**config.mk**
```make
export PLATFORM = sky130hd
export DESIGN_NAME = trial_division_factorizer_top
export DESIGN_NICKNAME = d
export VERILOG_FILES = /design/src/hw/rtl/tdf_pkg.sv /design/src/hw/rtl/tdf_divider.sv /design/src/hw/rtl/tdf_emit.sv /design/src/hw/rtl/trial_division_factorizer_top.sv
export SDC_FILE = /design/constraint.sdc
export NUM_CORES = 1
export LEC_CHECK = 0
export ABC_AREA = 1
export BUFFER_PORTS_ARGS = -buffer_cell sky130_fd_sc_hd__buf_2
export CAP_MARGIN = 20
export CORE_MARGIN = 4
export CORE_UTILIZATION = 60
export DETAILED_ROUTE_END_ITERATION = 7
export PLACE_DENSITY_LB_ADDON = 0.25
export SETUP_SLACK_MARGIN = 0.3
export SYNTH_ARGS = -nofsm -noshare
export SYNTH_HDL_FRONTEND = slang
export SYNTH_SLANG_ARGS = --single-unit
```
**constraint.sdc**
```tcl
create_clock -name clk -period 11.6 [get_ports clk]
set_input_delay 0.58 -clock clk [delete_from_list [all_inputs] [get_ports clk]]
set_output_delay 0.58 -clock clk [all_outputs]
set_load 0.02 [all_outputs]
```
**src/hw/rtl/tdf_pkg.sv**
```systemverilog
// ----------------------------------------------------------------------------
// tdf_pkg
// Shared types and constants of the trial division factorizer.
// ----------------------------------------------------------------------------
package tdf_pkg;

	// most factors delivered for one input beat
	localparam int MAX_RESULTS = 30;
	localparam int CNT_W       = $clog2(MAX_RESULTS + 1);

	// first even and first odd trial divisor
	localparam int TWO   = 2;
	localparam int THREE = 3;

	typedef enum logic [6:0] {
		ST_IDLE  = 7'b0000001,
		ST_NONE  = 7'b0000010,
		ST_SHIFT = 7'b0000100,
		ST_DWAIT = 7'b0001000,
		ST_CHECK = 7'b0010000,
		ST_TAIL  = 7'b0100000,
		ST_FIN   = 7'b1000000
	} state_t;

	// sequencer requests to the result stage
	typedef struct packed {
		logic push;   // new factor found, older pending one moves out
		logic flush;  // pending factor moves out as the final beat
		logic none;   // single beat with no factors
	} emit_req_t;

	// result stage status back to the sequencer
	typedef struct packed {
		logic push_ok;
		logic out_free;
	} emit_stat_t;

endpackage

```
**src/hw/rtl/tdf_divider.sv**
```systemverilog
// ----------------------------------------------------------------------------
// tdf_divider
// Bit-serial restoring divider: one quotient bit per cycle.
// ----------------------------------------------------------------------------
module tdf_divider #(
	parameter int W = 31
) (
	input  logic         clk,
	input  logic         arst_n,
	input  logic         start,
	input  logic [W-1:0] dividend,
	input  logic [W-1:0] divisor,
	output logic         done,
	output logic [W-1:0] quot,
	output logic [W-1:0] rem
);

	localparam int CW = $clog2(W + 1);

	logic          busy_q;
	logic [CW-1:0] cnt_q;
	logic [W-1:0]  quot_q;
	logic [W-1:0]  rem_q;
	logic [W-1:0]  dvs_q;
	logic [W:0]    trial;

	// partial remainder with the next dividend bit shifted in, minus divisor
	assign trial = {rem_q, quot_q[W-1]} - {1'b0, dvs_q};

	always_ff @(posedge clk or negedge arst_n) begin
		if (!arst_n) begin
			busy_q <= 1'b0;
			cnt_q  <= '0;
		end else if (start) begin
			busy_q <= 1'b1;
			cnt_q  <= CW'(W);
		end else if (busy_q) begin
			cnt_q <= cnt_q - CW'(1);
			if (cnt_q == CW'(1)) begin
				busy_q <= 1'b0;
			end
		end
	end

	always_ff @(posedge clk) begin
		if (start) begin
			quot_q <= dividend;
			rem_q  <= '0;
			dvs_q  <= divisor;
		end else if (busy_q) begin
			if (!trial[W]) begin
				rem_q  <= trial[W-1:0];
				quot_q <= {quot_q[W-2:0], 1'b1};
			end else begin
				rem_q  <= {rem_q[W-2:0], quot_q[W-1]};
				quot_q <= {quot_q[W-2:0], 1'b0};
			end
		end
	end

	assign done = busy_q && (cnt_q == CW'(1));
	assign quot = quot_q;
	assign rem  = rem_q;

endmodule

```
**src/hw/rtl/tdf_emit.sv**
```systemverilog
// ----------------------------------------------------------------------------
// tdf_emit
// Result stage: holds the newest factor back until the next one or the end
// is known, so the final beat can carry tlast, and drives the output beat.
// ----------------------------------------------------------------------------
module tdf_emit
	import tdf_pkg::*;
#(
	parameter int W = 31
) (
	input  logic         clk,
	input  logic         arst_n,
	input  emit_req_t    req,
	input  logic [W-1:0] factor_in,
	output emit_stat_t   stat,
	output logic         out_valid,
	input  logic         out_ready,
	output logic [W-1:0] out_factor,
	output logic         out_last,
	output logic         out_none
);

	logic         pend_q;
	logic [W-1:0] pend_fac_q;
	logic         vld_q;
	logic [W-1:0] fac_q;
	logic         last_q;
	logic         none_q;
	logic         out_free;
	logic         load;

	assign out_free      = !vld_q || out_ready;
	assign stat.out_free = out_free;
	assign stat.push_ok  = !pend_q || out_free;

	// a push only reaches the output when something is already pending
	assign load = (req.push && pend_q) || req.flush || req.none;

	always_ff @(posedge clk or negedge arst_n) begin
		if (!arst_n) begin
			pend_q <= 1'b0;
			vld_q  <= 1'b0;
		end else begin
			if (req.push) begin
				pend_q <= 1'b1;
			end else if (req.flush) begin
				pend_q <= 1'b0;
			end
			if (load) begin
				vld_q <= 1'b1;
			end else if (out_ready) begin
				vld_q <= 1'b0;
			end
		end
	end

	always_ff @(posedge clk) begin
		if (req.push) begin
			pend_fac_q <= factor_in;
		end
		if (req.none) begin
			fac_q  <= '0;
			last_q <= 1'b1;
			none_q <= 1'b1;
		end else if (load) begin
			fac_q  <= pend_fac_q;
			last_q <= req.flush;
			none_q <= 1'b0;
		end
	end

	assign out_valid  = vld_q;
	assign out_factor = fac_q;
	assign out_last   = last_q;
	assign out_none   = none_q;

endmodule

```
**src/hw/rtl/trial_division_factorizer_top.sv**
```systemverilog
// ----------------------------------------------------------------------------
// trial_division_factorizer_top
// Prime factorization by trial division: factors of two first, then odd
// trial divisors through a bit-serial divider, remaining value last.
// ----------------------------------------------------------------------------
//  channel   dir   beat contents
//  s_*       in    tdata: value
//  m_*       out   tdata: factor, tlast: final factor, tuser: no_factors
//
//  factors of two are shifted out one at a time; each odd trial divisor is
//  one serial division followed by a check state
//  worst case a 31-bit prime: about 23170 odd trials a beat
//  one input beat is in work at a time; s_tready is high only when idle
//  a stalled m_tready holds the sequencer only when a factor must move out
//  asynchronous reset returns to idle with no pending results
// ----------------------------------------------------------------------------
module trial_division_factorizer_top
	import tdf_pkg::*;
#(
	parameter int VALUE_WIDTH = 31
) (
	input  logic                                  clk,
	input  logic                                  arst_n,
	input  logic                                  s_tvalid,
	output logic                                  s_tready,
	input  logic [((VALUE_WIDTH + 7) / 8) * 8-1:0] s_tdata,   // [VALUE_WIDTH-1:0] value
	output logic                                  m_tvalid,
	input  logic                                  m_tready,
	output logic [((VALUE_WIDTH + 7) / 8) * 8-1:0] m_tdata,   // [VALUE_WIDTH-1:0] factor
	output logic                                  m_tlast,
	output logic                                  m_tuser    // [0] no_factors
);

	localparam int DATA_W = ((VALUE_WIDTH + 7) / 8) * 8;
	localparam int W      = VALUE_WIDTH;

	state_t           state_q, state_d;
	logic [W-1:0]     n_q, n_d;
	logic [W-1:0]     d_q, d_d;
	logic [CNT_W-1:0] cnt_q, cnt_d;
	logic             inner_q, inner_d;
	logic [W-1:0]     value;
	logic [W-1:0]     push_fac;
	logic             div_start;
	logic             div_done;
	logic [W-1:0]     div_quot;
	logic [W-1:0]     div_rem;
	emit_req_t        req;
	emit_stat_t       stat;
	logic [W-1:0]     out_factor;

	assign value    = s_tdata[W-1:0];
	assign s_tready = (state_q == ST_IDLE);

	always_comb begin
		state_d   = state_q;
		n_d       = n_q;
		d_d       = d_q;
		cnt_d     = cnt_q;
		inner_d   = inner_q;
		req       = '0;
		push_fac  = d_q;
		div_start = 1'b0;
		case (state_q)
			ST_IDLE: begin
				if (s_tvalid) begin
					n_d   = value;
					cnt_d = '0;
					if (value < W'(TWO)) begin
						state_d = ST_NONE;
					end else begin
						state_d = ST_SHIFT;
					end
				end
			end
			ST_NONE: begin
				if (stat.out_free) begin
					req.none = 1'b1;
					state_d  = ST_IDLE;
				end
			end
			ST_SHIFT: begin
				if (!n_q[0]) begin
					if (stat.push_ok) begin
						req.push = 1'b1;
						push_fac = W'(TWO);
						n_d      = n_q >> 1;
						cnt_d    = cnt_q + CNT_W'(1);
						if (cnt_q == CNT_W'(MAX_RESULTS - 1)) begin
							state_d = ST_FIN;
						end
					end
				end else begin
					d_d       = W'(THREE);
					inner_d   = 1'b0;
					div_start = 1'b1;
					state_d   = ST_DWAIT;
				end
			end
			ST_DWAIT: begin
				if (div_done) begin
					state_d = ST_CHECK;
				end
			end
			ST_CHECK: begin
				// a fresh divisor ends the search once it exceeds n / d
				if (!inner_q && (d_q > div_quot)) begin
					state_d = ST_TAIL;
				end else if (div_rem == '0) begin
					if (stat.push_ok) begin
						req.push = 1'b1;
						n_d      = div_quot;
						cnt_d    = cnt_q + CNT_W'(1);
						inner_d  = 1'b1;
						if (cnt_q == CNT_W'(MAX_RESULTS - 1)) begin
							state_d = ST_FIN;
						end else begin
							div_start = 1'b1;
							state_d   = ST_DWAIT;
						end
					end
				end else begin
					d_d       = d_q + W'(TWO);
					inner_d   = 1'b0;
					div_start = 1'b1;
					state_d   = ST_DWAIT;
				end
			end
			ST_TAIL: begin
				if (n_q > W'(TWO)) begin
					if (stat.push_ok) begin
						req.push = 1'b1;
						push_fac = n_q;
						state_d  = ST_FIN;
					end
				end else begin
					state_d = ST_FIN;
				end
			end
			ST_FIN: begin
				if (stat.out_free) begin
					req.flush = 1'b1;
					state_d   = ST_IDLE;
				end
			end
			default: begin
				state_d = ST_IDLE;
			end
		endcase
	end

	always_ff @(posedge clk or negedge arst_n) begin
		if (!arst_n) begin
			state_q <= ST_IDLE;
			cnt_q   <= '0;
			inner_q <= 1'b0;
		end else begin
			state_q <= state_d;
			cnt_q   <= cnt_d;
			inner_q <= inner_d;
		end
	end

	always_ff @(posedge clk) begin
		n_q <= n_d;
		d_q <= d_d;
	end

	// divider loads the next value and divisor in the same edge they register
	tdf_divider #(
		.W (W)
	) u_div (
		.clk      (clk),
		.arst_n   (arst_n),
		.start    (div_start),
		.dividend (n_d),
		.divisor  (d_d),
		.done     (div_done),
		.quot     (div_quot),
		.rem      (div_rem)
	);

	tdf_emit #(
		.W (W)
	) u_emit (
		.clk        (clk),
		.arst_n     (arst_n),
		.req        (req),
		.factor_in  (push_fac),
		.stat       (stat),
		.out_valid  (m_tvalid),
		.out_ready  (m_tready),
		.out_factor (out_factor),
		.out_last   (m_tlast),
		.out_none   (m_tuser)
	);

	assign m_tdata = DATA_W'(out_factor);

	a_cnt_bound: assert property (@(posedge clk) disable iff (!arst_n)
		cnt_q <= CNT_W'(MAX_RESULTS))
		else $error("factor count beyond limit");

	a_div_odd: assert property (@(posedge clk) disable iff (!arst_n)
		(state_q == ST_DWAIT) |-> (d_q[0] && (d_q >= W'(THREE))))
		else $error("trial divisor not odd or below three");

	a_done_wait: assert property (@(posedge clk) disable iff (!arst_n)
		div_done |-> (state_q == ST_DWAIT))
		else $error("divider finished outside wait state");

	a_flush_last: assert property (@(posedge clk) disable iff (!arst_n)
		req.flush |=> (m_tvalid && m_tlast && !m_tuser))
		else $error("final factor beat not marked");

endmodule

```
-- Yosys cells after proc, flatten, opt, wreduce, memory -nomap -nowiden
Cells that the tools add are included.
- bits in registers: 240
- bits in latches: 0
- memory bits (writable): 0
- bits in read-only memories: 0
- bits of input ports: 36
- output and inout port bits: 36
- word-level logic and storage cells: 133
- memories kept: 0
- add/sub/neg operators: 4
- multiply operators: 0
- div/mod/pow operators: 0
- order comparisons: 3
- equality and inequality tests: 21
- shifts and indexed selects: 0
- multiplexer cells: 69
- bitwise gates (word level): 0
- reductions and logical operators: 20
- operators with widths (kind ; number):
    31-bit two-way mux ; 16
    31-bit case mux with 2 select lines ; 2
    31-bit case mux with 3 select lines ; 1
    7-bit two-way mux ; 12
    7-bit case mux with 6 select lines ; 1
    5-bit two-way mux ; 7
    32-bit by 31-bit subtractor with 32-bit output ; 1
    31-bit by 2-bit adder with 31-bit output (second input constant) ; 1
    31-bit by 2-bit greater-than comparator with 1-bit output (second input constant) ; 1
    31-bit greater-than comparator ; 1
    31-bit logical NOT ; 1
    31-bit by 2-bit less-than comparator with 1-bit output (second input constant) ; 1
    1-bit two-way mux ; 25
    5-bit case mux with 3 select lines ; 1
    2-bit != test (second input constant) ; 6
    3-bit != test (second input constant) ; 4
    2-bit nonzero test ; 4
    7-bit by 1-bit equality test with 1-bit output (second input constant) ; 1
    7-bit by 2-bit equality test with 1-bit output (second input constant) ; 1
    7-bit by 3-bit equality test with 1-bit output (second input constant) ; 1
    7-bit by 4-bit equality test with 1-bit output (second input constant) ; 1
    7-bit by 5-bit equality test with 1-bit output (second input constant) ; 1
    7-bit by 6-bit equality test with 1-bit output (second input constant) ; 1
    7-bit equality test (second input constant) ; 1
    other kinds (17) ; 25

-- Logic depth before layout (Yosys ltp)
- depth after elaboration: 11
- depth in mapped cells: 20
- gate-level depth less buffers: 18

-- Modules after synthesis
From an unflattened synthesis, not the netlist that was laid out.
- cell total of the unflattened synthesis: 2622
- area total of the unflattened synthesis: 16858.7 µm²
- modules (own cells, without submodules) (module ; instances ; cells an instance ; area an instance (µm²) ; sequential area each (µm²)):
    trial_division_factorizer_top ; 1 ; 1376 ; 7699.9 ; 1567.8
    tdf_divider ; 1 ; 997 ; 6705.2 ; 2632.5
    tdf_emit ; 1 ; 249 ; 2453.6 ; 1641.6

-- Worst setup path after synthesis
No wires, ideal clock.
- kind: register -> register
- start point: register u_div.quot_q[30] (netlist: u_div.quot[30])
- end point: register u_div.dvs_q[0], enable pin
- library setup time: 438 ps
- arrival: 3286 ps
- setup slack: 7875 ps
- stages on the path, launching flop included: 13
- path buffers: 2
- cells stage by stage: edfxtp_1 inv_1 ha_1 a21o_1 nor2_1 nand2_1 a21oi_1 nand2_1 nand2_2 buf_4 buf_2 a31oi_1 a31oi_1
- cells in the longest elaborated chain, start to end: 4
- RTL lines (element ; RTL line ; RTL):
    from (decl) ; tdf_divider.sv:22 ; logic [W-1:0] quot_q;
    from (signal assigned) ; tdf_divider.sv:47 ; quot_q <= dividend;
    from (signal assigned) ; tdf_divider.sv:53 ; quot_q <= {quot_q[W-2:0], 1'b1};
    from (signal assigned) ; tdf_divider.sv:56 ; quot_q <= {quot_q[W-2:0], 1'b0};
    31-bit greater-than comparator ; trial_division_factorizer_top.sv:107 ; if (!inner_q && (d_q > div_quot)) begin
    1-bit logical AND ; trial_division_factorizer_top.sv:107 ;
    1-bit two-way mux ; trial_division_factorizer_top.sv:107 ;
    1-bit case mux with 2 select lines ; trial_division_factorizer_top.sv:64 ; case (state_q)
    to (signal assigned) ; tdf_divider.sv:49 ; dvs_q <= divisor;
    to (decl) ; tdf_divider.sv:24 ; logic [W-1:0] dvs_q;
No other way between the ends.
A chain may end at the register's enable or synchronous reset.

-- Final worst setup path
- start point: register d_q[22]
- end point: register u_div.quot_q[21] (netlist: u_div.quot[21]), enable pin
- cells in the longest elaborated chain, start to end: 5
- RTL lines (element ; RTL line ; RTL):
    from (decl) ; trial_division_factorizer_top.sv:39 ; logic [W-1:0] d_q, d_d;
    from (signal assigned) ; trial_division_factorizer_top.sv:166 ; d_q <= d_d;
    31-bit greater-than comparator ; trial_division_factorizer_top.sv:107 ;
    1-bit logical AND ; trial_division_factorizer_top.sv:107 ;
    1-bit two-way mux ; trial_division_factorizer_top.sv:107 ;
    1-bit case mux with 2 select lines ; trial_division_factorizer_top.sv:64 ;
    2-bit nonzero test (no source line) ; -- ;
No other way between the ends.

==> key figures <==
Logic synthesis
  • Distinct cells, synth: 50
  • Avg Cell Area, Syn: 6.84 µm²
  • Flops & latches, synth: 240
  • Syn nets: 2443
  • Cells after Synth: about 2300
  • EDFF count, synth: 93
  • Async set-reset flop share out of synthesis: 8.75%
  • Register area share after synthesis: a little over a third
  • Synthesized area: 16000 µm²
  • Syn. warnings: 0
  • Post-synth top flop: dfxtp_1

Worst setup path
  • Startpoint types: flip-flop
  • Setup crit start: d_q[22]
  • Critical-path cell list: ha_1 -> a21o_1 -> nor2_1 -> nand2_1 -> a21oi_1 -> nand2_1 -> nand2_2 -> nand3_1 -> nand2_1 -> buf_4 -> nor2_2 -> buf_4 -> clkinv_1 -> buf_4
  • CP endpoint kind: flip-flop
  • Worst r2r path cells: 14
  • Flop2flop setup slack: 7470 ps
  • Worst setup path endpoint: u_div.quot[21]
  • Required time of the worst setup path: 11770 ps
  • Crit path max-delay cell type: dfxtp_1
  • Critical Path Max Stage Delay: 600 ps
  • Start of the worst register-to-register path: d_q[22]
  • WS Path Type: reg2reg
  • Worst Path Max Fanout: 34
  • Worst flop-to-flop path endpoint: u_div.quot[21]
  • Crit path DAT: 4300 ps

STA
  • Min cycle time layout: 4130 ps
  • Final hold vios: 0
  • Period utilisation layout: between 30% and 40%
  • Worst Tran Pin Value: 1060 ps
  • Worst Clk Skew: 16.6 ps
  • Slew margin rel.: 28.8%
  • Final setup fails: 0
  • Setup_tns: 0 ps
  • Fin. max-slew vios: 0
  • RSZ-0062 raised after global routing: false
  • Hold Slack: 439 ps
  • Max Clk Rate: roughly 0.24 GHz

Layout
  • Design area: between 15000 and 20000 µm²
  • Diode count: 0
  • Commonest cells after routing, fill and taps aside: nand2_1 (685), inv_1 (266), nand3_1 (256), nor2_1 (206), dfxtp_1 (126)
  • Final net count: 2451
  • Layout cells sized above 1: 7.98%
  • Area grow syn2layout: 9.23%
  • Final core utilization: about two thirds
  • Commonest non-fill, non-tap cell in the layout: nand2_1
  • Layout fillers: 2314

Route
  • DRC Markers: 0
  • Routed Antenna Nets: 0
  • Post-Route WL: 49.4 mm
  • WL/cell: 18.3 µm
  • Iteration-0 DRC Markers: 1691
  • Via count: ~16000
  • Drt pass-1 iters: 8
  • Vias per inst: 5.91

Floorplan
  • Die H: 171 µm
  • Die area: 29300 µm²
  • CORE AREA: ~26000 µm²
  • Ports: 72
  • Initial core utilization: 61.2%
  • Die width: 171 µm
  • Placement Rows: 59

Pwr
  • Leakage: approximately 8.6 nW
  • Pwr dens: 296 nW/µm²
  • VDD IR-drop max: ~310 µV

Place
  • Port Buffers: 69
  • Final GP Congestion: between 0.9 and 1
  • Post-DP HPWL: 35.9 mm
  • Area of placed instances: roughly 16000 µm²

CTS
  • Worst-Skew Late Latency: approximately 540 ps
  • CTS sink count: 240
  • CTS tree: built
  • Post-CTS Setup Inserts: 0
  • Buffer depth of the longest clock path: 3
  • Worst-path clk slew: 60 ps
  • CTS Root Cell: clkbuf_16
  • TritonCTS buffer count: 27
  • H-tree levels: 1

Global routing
  • Total Routing Usage GR: 33.0%
  • Remaining Overflow, GRT: 0
  • First-pass GRT wire length: between 70 and 80 mm
  • Largest net degree at the start of global routing: 67
  • Vias in the first global route: 14569
  • Initial antenna violation count: 2

Flow run
  • MaxCap Viol Count: 0

Hold path
  • Hold Crit Class: reg2reg

Outcome
  • Status: finished clean
==> timing repair <==
item | 4_1_cts | 5_1_grt
hold buffers | 1 | 0
gates resized for setup | 0 | 0
endpoints found under the hold margin | 20 | 0
==> worst min-delay path by stage <==
stage,startpoint,end,depth (start not counted)
final,u_emit.out_last,u_emit.out_last,2
after global routing,u_emit.out_last,u_emit.out_last,2
after CTS,u_emit.out_last,u_emit.out_last,2
after detailed placement,u_emit.out_last,u_emit.out_last,2
after global placement,u_emit.out_last,u_emit.out_last,2
after floorplan,arst_n,cnt_q[0],0
==> registers in the layout, indices dropped and copies added, names as in the netlist <==
name	count
cnt_q	5
d_q	31
inner_q	1
n_q	31
state_q	7
u_div.busy_q	1
u_div.cnt_q	5
u_div.dvs_q	31
u_div.quot	31
u_div.rem	31
u_emit.out_factor	31
u_emit.out_last	1
u_emit.out_none	1
u_emit.out_valid	1
u_emit.pend_fac_q	31
u_emit.pend_q	1
==> per-stage QoR <==
step / total power [mW] / std cells / worst slack, ps
finish: 5.17 / 2702 / 7470
global route: 5.57 / 2702 / 7270
CTS: 5.06 / 2696 / 7570
detailed placement: 4.15 / 2646 / 7590
global placement: 4.07 / 2645 / 7700
floorplan: 3.45 / 2339 / 7880
==> layer usage <==
metal / up-vias / global-route usage, % / wire length, µm
met1: 7348 / 49.0 / 21600
met5: - / 0 / 34
li1: 7710 / - / -
met3: 108 / 5.91 / 5100
met4: 4 / 9.23 / 1440
met2: 803 / 49.8 / 21200
==> cell usage after synthesis, types with 26 or more instances <==
cell	number	share of area (%)
inv_1	267	6.3
clkbuf_1	52	1.2
ha_1	67	5.2
xor2_1	26	1.4
o22ai_1	32	1.3
a21oi_1	96	3.0
nor2_1	206	4.8
o211ai_1	30	1.4
dfxtp_1	126	16
nand4_1	47	1.8
nor3_1	28	0.88
nand3_1	256	8.0
buf_2	40	1.3
edfxtp_1	93	17
o21ai_0	104	3.3
nand2_1	686	16
==> worst max-delay path: cells and delay by family, from the launching register on <==
family,cells,cell delay [ps]
buf+inv,4,1210
compound gates,2,470
flops,1,600
simple gates,7,1100
fa+ha+maj,1,330
==> report_power, final <==
part | internal [mW] | leakage [nW] | switching [mW]
logic | 0.910 | 5.87 | 1.85
clock network | 0.534 | 0.472 | 0.353
registers | 1.25 | 2.21 | 0.270
==> final cells by class <==
cell class                 count  area (µm²)  area share, %
sequential                   240        5840           33.4
clock buffer                  40         892           5.10
timing repair buffer          93         632           3.61
multi-input combinational   1701        8580           49.1
tap                          335         419           2.40
clock inverter                 9        53.8          0.308
inverter                     284        1070           6.10
==> cells by family (layout without fill, tap and decap cells) <==
| logic type | after synthesis | after routing | share of synthesized area (%) |
|---|---|---|---|
| AO/OA/AOI/OAI | 321 | 321 | 11.7 |
| XOR/XNOR | 37 | 37 | 2.03 |
| AND/OR/NAND/NOR | 1274 | 1274 | 34.3 |
| buffers and inverters | 398 | 426 | 10.1 |
| flip-flops | 240 | 240 | 36.5 |
| adder cells (fa/ha/maj) | 68 | 68 | 5.36 |
| other | 1 | 1 | 0.0234 |
No activity file was read; power rests on OpenSTA's default activity.
